## src/assert_macros.svh

```systemverilog
// Assertion macros used by the converter core.
`ifndef ASSERT_MACROS_SVH
`define ASSERT_MACROS_SVH
// Clocked assertion, disabled while reset is high.
`define E2Q_ASSERT(lbl, clk, rst, prop, msg) \
   lbl: assert property (@(posedge clk) disable iff (rst) prop) else $error(msg);
// Clocked assertion that also holds during reset.
`define E2Q_ASSERT_ALWAYS(lbl, clk, prop, msg) \
   lbl: assert property (@(posedge clk) prop) else $error(msg);
`endif

```

## src/e2q_pkg.sv

```systemverilog
// Types and constants of the Euler angle to quaternion converter.
package e2q_pkg;
   localparam int FIELD_W = 16;                  // width of every angle and quaternion field
   localparam int CW      = 34;                  // CORDIC datapath width, Q2.30 plus headroom
   localparam int PW      = 2 * CW;              // full product width
   localparam logic [31:0] PI_Q30 = 32'd3373259426;
   localparam logic signed [CW-1:0] GAIN_Q30 = 34'sd652032874;
   localparam logic signed [22:0] Q14_MAX = 23'sd16384;
   localparam logic signed [22:0] Q14_MIN = -23'sd16384;

   typedef logic signed [CW-1:0] cval_type;

   // Queue status seen by the top level
   typedef struct packed {
      logic full;
      logic empty;
   } q_stat_type;

   // Arctangent of 2^-i in Q2.30
   function automatic cval_type atan_step(input int i);
      cval_type r;
      case (i)
         0:  r = 34'sd843314857;
         1:  r = 34'sd497837829;
         2:  r = 34'sd263043837;
         3:  r = 34'sd133525159;
         4:  r = 34'sd67021687;
         5:  r = 34'sd33543516;
         6:  r = 34'sd16775851;
         7:  r = 34'sd8388437;
         8:  r = 34'sd4194283;
         9:  r = 34'sd2097149;
         10: r = 34'sd1048576;
         default: begin
            if (i <= 30) r = cval_type'(34'sd1 <<< (30 - i));
            else r = '0;
         end
      endcase
      return r;
   endfunction
endpackage

```

## src/e2q_front.sv

```systemverilog
// Front end: takes angle beats and turns each angle into a half angle in radians.
module e2q_front #(
   parameter int ANGLE_BITS = 16
) (
   input  logic                          clock,
   input  logic                          reset,
   input  logic                          req_tvalid,
   output logic                          req_tready,
   input  logic [3*e2q_pkg::FIELD_W-1:0] req_tdata,   // roll, pitch, yaw
   output logic                          out_valid,
   input  logic                          out_ready,
   output logic [3*e2q_pkg::CW-1:0]      out_z        // roll, pitch, yaw half angles
);
   import e2q_pkg::*;

   localparam int MW = ANGLE_BITS + 32;

   logic                  vld_ff, vld_in;
   logic [3*CW-1:0]       z_ff;
   logic [3*CW-1:0]       z_in;
   logic                  accept;

   assign req_tready = !vld_ff || out_ready;
   assign accept     = req_tvalid && req_tready;

   // Half angle: |a| * pi >> ANGLE_BITS with rounding, then sign
   always_comb begin
      logic [ANGLE_BITS-1:0] u, mag;
      logic [MW-1:0]         prod;
      logic [31:0]           r;
      z_in = '0;
      for (int k = 0; k < 3; k++) begin
         u    = ANGLE_BITS'(req_tdata[k*FIELD_W +: FIELD_W]);
         mag  = u[ANGLE_BITS-1] ? (~u + 1'b1) : u;
         prod = MW'(mag) * MW'(PI_Q30) + (MW'(1) << (ANGLE_BITS - 1));
         r    = prod[MW-1:ANGLE_BITS];
         z_in[k*CW +: CW] = u[ANGLE_BITS-1] ? (~CW'(r) + 1'b1) : CW'(r);
      end
   end

   always_comb begin
      vld_in = vld_ff;
      if (accept) vld_in = 1'b1;
      else if (out_ready) vld_in = 1'b0;
   end

   always_ff @(posedge clock) begin
      if (reset) vld_ff <= 1'b0;
      else vld_ff <= vld_in;
   end

   always_ff @(posedge clock) begin
      if (accept) z_ff <= z_in;
   end

   assign out_valid = vld_ff;
   assign out_z     = z_ff;
endmodule

```

## config.mk

```make
export PLATFORM = sky130hd
export DESIGN_NAME = e2q_front
export DESIGN_NICKNAME = d
export VERILOG_FILES = /design/src/assert_macros.svh /design/src/e2q_pkg.sv /design/src/e2q_front.sv
export SDC_FILE = /design/constraint.sdc
export NUM_CORES = 2
export LEC_CHECK = 0
export ABC_CLOCK_PERIOD_IN_PS = 20700
export BUFFER_PORTS_ARGS = -buffer_cell sky130_fd_sc_hd__buf_2
export CAP_MARGIN = 20
export CORE_MARGIN = 1.5
export CORE_UTILIZATION = 28
export DETAILED_ROUTE_END_ITERATION = 8
export PLACE_DENSITY = 0.51
export RECOVER_POWER = 100
export SYNTH_ARGS = -nofsm -noshare
export SYNTH_HDL_FRONTEND = slang
export SYNTH_SLANG_ARGS = --single-unit
```

## constraint.sdc

```tcl
create_clock -name clock -period 20.7 [get_ports clock]
set_input_delay 3.105 -clock clock [delete_from_list [all_inputs] [get_ports clock]]
set_output_delay 3.105 -clock clock [all_outputs]
set_load 0.005 [all_outputs]
```

==> results.md <==
* Slowest cell delay on critical path at 0.86 ns
* Min-Delay Path Class: flop to flop
* Detail Route Antenna Nets at 0
* Postcts setup bufs at 0
* Cell area after layout at 0.0373 sq mm
* Largest net degree at the start of global routing at 54
* CTS tree: built
* Clk slew on worst S/H paths at 0.08 ns
* Buffers on Ports at 155
* Wire per inst at 17.8 um
* CP endpoint kind: flop
* Clock root buffer: clkbuf_16
* DRC at 0
* Hold path startpoint: out_valid
* RSZ-0062 raised after global routing: no
* Synth warn at 0
* CP max-delay cell: clkbuf_1
* Max cap viols at 2
* CP Launch Type: input pin
* Actual slew at the worst max-slew pin at 3.36 ns
* Vias in the first global route at 27500
* CTS buffer count at 9
* FF+latch count, synth at 103
* Sink Count at 103
* Final slew viol count at 105
* Post-synthesis sequential area ratio at 8.94%
* Vias per cell at 4.89
* Die area at 0.125 sq mm
* Mean Syn Cell Area at 8.96 sq um
* Syn-to-layout area delta at 8.30%
* Min Tclk post-route at 14.12 ns
* Starting Density at 28.3%
* Critical Path Start: req_tdata[16]
* Drt initial violations at 1475
* CP most frequent cell: inv_1
* Worst-case clock buffer depth at 2
* Clock Skew at 0.0107 ns
* Synth unique cells at 107
* # resized after CTS at 0
* Total GRT Usage at 15.9%
* Total vias in the final route at 27300
* IO Pins at 156
* Routed WL at 99600 um
* Placed Area at 0.0372 sq mm
* Antenna fix cells at 0
* Die H at 354 um
* Initial antenna violation count at 0
* Main synth FF type: edfxtp_1
* Slew HR at -124%
* Row count at 128
* Nets at 5003
* CP max FO at 17
* Worst-Skew Late Latency at 0.40 ns
* Setup violators final at 0
* Final Cycle Share at 68.2%
* H-tree depth at 3
* Hold Crit Depth at 2
* Data required time at the worst endpoint at 20.85 ns
* Grt total ovfl at 0
* Worst R2R Path Depth at 3
* Syn nets at 4896
* First-pass GRT wire length at 157000 um
* Reg-to-reg startpoint: out_valid
* Max Clk Rate at 70.8 MHz
* Post-synth ARST share at 0%
* Hold Vio Cnt, Final at 0
* Violated checks: capacitance limit, slew limit
* Status: complete, but fails checks
* Final setup TNS at 0 ns
* Pre-antenna DRT Iters at 5
* Fin util at 30.6%
* Post-synth EDFFs at 102
* Hold Buf Count CTS at 0
* Core area at 0.122 sq mm
* Share of cells above drive strength 1 at 5.71%
* Critical path class: input pin to flop
* Post-DP HPWL at 86700 um
* GP Congestion at 0.872
* Die Width at 354 um
* Synth Instances at 3848
* Crit path arrival time at 14.26 ns
* Post-Syn Area at 0.0345 sq mm
## cell type report
class | count | area [sq um]
Clock buffer | 9 | 225
Clock inverter | 7 | 85.1
Fill cell | 13000 | 84500
Inverter | 728 | 2740
Multi-Input combinational cell | 2914 | 28200
Sequential cell | 103 | 3080
Tap cell | 1625 | 2030
Timing Repair Buffer | 199 | 1010
## critical path: cells and delay by family
kind / cells / cell delay (ns)
AND/OR/NAND/NOR: 6 / 2.10
adder cells (fa/ha/maj): 8 / 4.01
XOR/XNOR: 2 / 0.86
AO/OA/AOI/OAI: 6 / 2.03
multiplexers: 1 / 0.40
buffers and inverters: 9 / 1.73
## cells in the mapped netlist, drive strengths merged (17+ instances only)
library cell	n	area [sq um]
and3	24	150
xor2	89	795
nand2	228	858
and4	17	150
o211ai	42	339
o31ai	35	273
or3	31	194
a31oi	23	144
a211oi	30	245
inv	727	2730
ha	534	6680
o21ai	152	768
edfxtp	102	3060
nor4	39	284
o21a	23	173
and2	31	194
a21o	42	315
nor2	165	627
nand2b	37	231
or2	27	169
clkbuf	79	297
nand3	93	470
nand4	69	447
a21oi	168	856
fa	462	9250
xnor2	208	1820
or4	19	154
buf	24	116
nor3	87	460
## routing by layer
layer | wire [um] | up-vias | track usage (%)
met5 | 0 | - | 0
met3 | 4350 | 48 | 2.16
met4 | 888 | 0 | 1.97
li1 | - | 13300 | -
met2 | 46600 | 586 | 26.3
met1 | 47800 | 13400 | 22.4
## path summary, 6_finish.rpt
check	slack, ns	to
setup reg to reg	14.85	out_z[3]
setup / recovery	6.58	out_z[66]
hold / removal	0.52	out_valid
hold reg to reg	0.52	out_valid
## through the flow
stage | worst slack [ns] | hold WS, ns | cells
3_5_place_dp | 6.82 | 0.517 | 5569
2_1_floorplan | 8.39 | 0.522 | 3848
3_3_place_gp | 6.69 | 0.502 | 5568
5_1_grt | 5.63 | 0.562 | 5585
6_report | 6.58 | 0.517 | 5585
4_1_cts | 7.20 | 0.531 | 5585
## state kept, by name, summed over array words and instances, names as in the netlist
signal     count
out_z        102
out_valid      1
## cell usage in the layout, fill, tap and decap left out, types with 41 or more instances in the layout
cell	netlist	final
inv_1	725	725
ha_1	534	534
fa_1	462	462
nand2_1	227	227
xnor2_1	208	208
a21oi_1	164	164
nor2_1	162	162
o21ai_0	141	144
edfxtp_1	102	102
nand3_1	92	92
buf_2	18	88
xor2_1	87	87
nor3_1	82	83
nand4_1	68	68
clkbuf_1	79	68
a21o_1	42	42
o211ai_1	39	41
buf_4	1	41
## cells by family (layout without fill, tap and decap cells)
group / Yosys count / count (layout) / synth area share [%]
AO/OA/AOI/OAI: 671 / 671 / 13.1
multiplexers: 27 / 27 / 0.828
AND/OR/NAND/NOR: 923 / 923 / 14.2
adder cells (fa/ha/maj): 996 / 996 / 46.2
flip-flops: 103 / 103 / 8.94
XOR/XNOR: 297 / 297 / 7.59
buffers and inverters: 831 / 943 / 9.13
Power is not shown: default switching activity piles up to over one toggle a cycle in this logic, so the estimate is an artifact.
