File: config.mk
export PLATFORM = sky130hd
export DESIGN_NAME = e2q_queue
export DESIGN_NICKNAME = d
export VERILOG_FILES = /design/src/assert_macros.svh /design/src/e2q_pkg.sv /design/src/e2q_queue.sv
export SDC_FILE = /design/constraint.sdc
export NUM_CORES = 1
export LEC_CHECK = 0
export BUFFER_PORTS_ARGS = -buffer_cell sky130_fd_sc_hd__buf_2
export CAP_MARGIN = 10
export CORE_MARGIN = 2
export CORE_UTILIZATION = 25
export CTS_CLUSTER_SIZE = 30
export DETAILED_ROUTE_END_ITERATION = 12
export SYNTH_ARGS = -nofsm -noshare
export SYNTH_HDL_FRONTEND = slang
export SYNTH_SLANG_ARGS = --single-unit
export TNS_END_PERCENT = 30
File: constraint.sdc
create_clock -name clock -period 5.7 [get_ports clock]
set_input_delay 1.14 -clock clock [delete_from_list [all_inputs] [get_ports clock]]
set_output_delay 1.14 -clock clock [all_outputs]
set_load 0.05 [all_outputs]
File: src/assert_macros.svh
// Assertion macros used by the converter core.
`ifndef ASSERT_MACROS_SVH
`define ASSERT_MACROS_SVH
// Clocked assertion, disabled while reset is high.
`define E2Q_ASSERT(lbl, clk, rst, prop, msg) \
   lbl: assert property (@(posedge clk) disable iff (rst) prop) else $error(msg);
// Clocked assertion that also holds during reset.
`define E2Q_ASSERT_ALWAYS(lbl, clk, prop, msg) \
   lbl: assert property (@(posedge clk) prop) else $error(msg);
`endif

File: src/e2q_pkg.sv
// Types and constants of the Euler angle to quaternion converter.
package e2q_pkg;
   localparam int FIELD_W = 16;                  // width of every angle and quaternion field
   localparam int CW      = 34;                  // CORDIC datapath width, Q2.30 plus headroom
   localparam int PW      = 2 * CW;              // full product width
   localparam logic [31:0] PI_Q30 = 32'd3373259426;
   localparam logic signed [CW-1:0] GAIN_Q30 = 34'sd652032874;
   localparam logic signed [22:0] Q14_MAX = 23'sd16384;
   localparam logic signed [22:0] Q14_MIN = -23'sd16384;

   typedef logic signed [CW-1:0] cval_type;

   // Queue status seen by the top level
   typedef struct packed {
      logic full;
      logic empty;
   } q_stat_type;

   // Arctangent of 2^-i in Q2.30
   function automatic cval_type atan_step(input int i);
      cval_type r;
      case (i)
         0:  r = 34'sd843314857;
         1:  r = 34'sd497837829;
         2:  r = 34'sd263043837;
         3:  r = 34'sd133525159;
         4:  r = 34'sd67021687;
         5:  r = 34'sd33543516;
         6:  r = 34'sd16775851;
         7:  r = 34'sd8388437;
         8:  r = 34'sd4194283;
         9:  r = 34'sd2097149;
         10: r = 34'sd1048576;
         default: begin
            if (i <= 30) r = cval_type'(34'sd1 <<< (30 - i));
            else r = '0;
         end
      endcase
      return r;
   endfunction
endpackage

File: src/e2q_queue.sv
// Two-entry queue between the front end and the CORDIC back end.
module e2q_queue (
   input  logic                     clock,
   input  logic                     reset,
   input  logic                     in_valid,
   output logic                     in_ready,
   input  logic [3*e2q_pkg::CW-1:0] in_data,
   output logic                     out_valid,
   input  logic                     out_ready,
   output logic [3*e2q_pkg::CW-1:0] out_data,
   output e2q_pkg::q_stat_type      stat
);
   import e2q_pkg::*;

   logic [3*CW-1:0] data_ff [2];
   logic            wr_ff, wr_in, rd_ff, rd_in;
   logic [1:0]      cnt_ff, cnt_in;
   logic            push, pop;

   assign stat.full  = (cnt_ff == 2'd2);
   assign stat.empty = (cnt_ff == 2'd0);
   assign in_ready   = !stat.full;
   assign out_valid  = !stat.empty;
   assign push       = in_valid && in_ready;
   assign pop        = out_ready && out_valid;
   assign out_data   = data_ff[rd_ff];

   // Pointer and fill count update
   always_comb begin
      wr_in  = push ? !wr_ff : wr_ff;
      rd_in  = pop ? !rd_ff : rd_ff;
      cnt_in = cnt_ff + 2'(push) - 2'(pop);
   end

   always_ff @(posedge clock) begin
      if (reset) begin
         wr_ff  <= 1'b0;
         rd_ff  <= 1'b0;
         cnt_ff <= 2'd0;
      end else begin
         wr_ff  <= wr_in;
         rd_ff  <= rd_in;
         cnt_ff <= cnt_in;
      end
   end

   always_ff @(posedge clock) begin
      if (push) data_ff[wr_ff] <= in_data;
   end
endmodule

==> impl_metrics.csv <==
group,metric,value,unit
status,outcome,"completed",
timing,fin_crit_sh,0.616,
worst_setup_path,critPathMaxFanout,36,
min_path,min_path_cells,2,
detailed_routing,ant_nets,0,
die,initial_core_util,0.255,
worst_setup_path,endpoint,"out_data[22]",
detailed_routing,drt_iter0_markers,155,
placed_design,portBuffers,211,
timing,max_freq,0.285,GHz
synth,syn_nets,453,
clock_network,cts.sinks,209,
die,fp.dieH,178,µm
synth,syn_area,0.00761,mm²
clock_network,cts_hold_buffers,0,
placed_design,dpl.hpwl,10.0,mm
synth,ys_async_sr_fraction,0,
global_routing,grt_first_pass_wirelength,22.3,mm
power_and_ir_drop,p_seq_frac,0.370,
worst_setup_path,arrival,2.37,ns
timing,slew_headroom,0.557,
clock_network,cts_setup_buffers,0,
power_and_ir_drop,net-switching-power,0.00208,W
worst_setup_path,reg2reg_to,"data_ff[0][87]",
synth,ys_seq_area_frac,0.818,
synth,synth-edff-count,204,
timing,slew_viol_final,0,
synth,synthTopCellsByArea,"edfxtp_1 80%, mux2_2 15%, dfxtp_1 1.3%, buf_6 0.59%, buf_4 0.49%",
layout,final_area,0.00995,mm²
clock_network,cts_made_buffers,24,
global_routing,grt_max_degree,47,
timing,fin_worst_skew,0.0108,ns
power_and_ir_drop,p_leak,3.67,nW
global_routing,grt_util_all_layers,0.0920,
die,io_pins,212,
detailed_routing,routed_wl,15.4,mm
clock_network,cts_tree,"built",
synth,synthCells,345,
layout,final_nets,685,
worst_setup_path,reg2reg_from,"cnt_ff[0]",
layout,layout-drive-gt1-share,0.607,
detailed_routing,vias,3958,
timing,finalHoldViolations,0,
global_routing,antenna_found_initial,1,
timing,fin_setup_tns,0,ns
synth,synth_warnings,0,
timing,rsz0062_at_grt,"no",
detailed_routing,viasPerCell,4.01,
die,die_area,0.0319,mm²
global_routing,gr-total-overflow,0,
clock_network,clk_latency,0.52,ns
synth,yosys_register_bits,209,
die,core,0.0298,mm²
worst_setup_path,crit_type,"reg -> out",
detailed_routing,drt_pass1_iterations,4,
timing,holdWs,0.499,ns
layout,syn2layout_area_growth,30.7,%
clock_network,cts_max_path_buffers,3,
power_and_ir_drop,pwr-share-comb,0.347,
clock_network,cts.clk_slew.worst_paths,0.06,ns
worst_setup_path,cp.required,4.56,ns
global_routing,grt_pass1_vias,4085,
synth,synth_ff_type,"edfxtp_1",
worst_setup_path,cp-end-kind,"primary output",
min_path,hold_class,"reg -> reg",
synth,ys_types,23,
flow_run,cap_violations,0,
synth,avgSynthCellArea,22.1,µm²
timing,finalSetupViolations,0,
power_and_ir_drop,swShare,0.376,
detailed_routing,route.detailed.drc,0,
placed_design,dpl-instance-area,0.00912,mm²
power_and_ir_drop,ir_drop,0.359,mV
power_and_ir_drop,p_int,0.00345,W
clock_network,ctsRootBufferMaster,"clkbuf_16",
synth,synth_area_leader_cell,"edfxtp_1",
clock_network,ctsResizeCount,0,
power_and_ir_drop,power-per-cell-area,555,mW/mm²
power_and_ir_drop,clkPwrFrac,0.283,
timing,worst_slack,2.19,ns
worst_setup_path,rrSetupSlack,3.48,ns
die,die_x,178,µm
worst_setup_path,start_kind,"flip-flop",
die,rows,63,
worst_setup_path,rr_worst_depth,5,
timing,tightest_slew,0.665,ns
layout,nFillCells,2921,
placed_design,gp_congestion,0.690,
placed_design,pre_cts_slack,2.66,ns
synth,synth_top_area_share,0.805,
timing,finalCriticalPeriod,3.51,ns
clock_network,cts_max_level,1,
detailed_routing,wire_per_inst,15.7,µm
[metal layers]
layer | vias up | GRT usage | routed length (µm)
met4 | 2 | 0.0308 | 333
met1 | 1942 | 0.108 | 6260
li1 | 1833 | - | -
met3 | 33 | 0.0354 | 1500
met5 | - | 0 | 13
met2 | 148 | 0.154 | 7330
[worst min-delay path by stage]
stage	start	to	slack, ns
floorplan	wr_ff	wr_ff	0.45
global placement	wr_ff	wr_ff	0.49
detailed placement	wr_ff	wr_ff	0.49
CTS	wr_ff	wr_ff	0.51
global route	wr_ff	wr_ff	0.52
finish	wr_ff	wr_ff	0.50
[synthesized netlist by cell type, types with 2 or more instances]
library cell and number:
nor2_1 3, buf_6 4, inv_1 4, buf_4 5, edfxtp_1 204, mux2_2 102
ha_1 2, dfxtp_1 5, buf_2 2
[registers in the layout, indices dropped and copies added (netlist names), named ones only]
signal,count
cnt_ff,2
rd_ff,1
data_ff,204
wr_ff,1
[final cells by class]
class	instances	area, µm²	share of cell area
flip-flops and latches	209	6230	0.626
repair buffers	217	1100	0.111
well taps	390	488	0.0491
multi-input cells	120	1280	0.129
inverters	5	21.3	0.00214
clock buffers	31	647	0.0650
diodes	1	2.50	0.000252
clock inverters	13	180	0.0181
[power groups by stage]
stage	registers, W	clock network, W	logic [W]
2_1_floorplan	0.00204	0	0.00156
3_3_place_gp	0.00207	0	0.00194
3_5_place_dp	0.00208	0	0.00194
4_1_cts	0.00205	0.00162	0.00195
5_1_grt	0.00207	0.00168	0.00202
6_report	0.00204	0.00156	0.00192
[critical path, cell delays in order (launching register included)]
cell	delay (ns)
dfxtp_4	0.66
buf_4	0.53
mux2_2	0.41
buf_2	0.21
[kinds of logic after synthesis]
family | share of synthesized area
flip-flops | 0.818
AO/OA/AOI/OAI | 0.00230
XOR/XNOR | 0.00230
buffers and inverters | 0.0146
AND/OR/NAND/NOR | 0.00871
multiplexers | 0.151
adder cells (fa/ha/maj) | 0.00329
[stage by stage]
stage | power, W | util | std cells
2_1_floorplan | 0.00360 | - | 345
3_3_place_gp | 0.00401 | 0.306 | 941
3_5_place_dp | 0.00402 | 0.306 | 941
4_1_cts | 0.00562 | 0.334 | 985
5_1_grt | 0.00577 | 0.334 | 985
6_report | 0.00553 | 0.334 | 986
[layout by cell type, fill, tap and decap left out, drive strengths merged]
cell	count
ha	2
buf	217
edfxtp	204
clkinv	9
dfxtp	5
xnor2	1
o21a	1
bufinv	4
nand2b	1
mux2	102
nor2b	1
and2	1
or2	1
and3	1
nand2	1
a21oi	1
diode	1
xor2	1
clkbuf	31
or3	1
nor2	3
nor3	1
o21ai	1
inv	5
(Power assumes the default switching activity.)
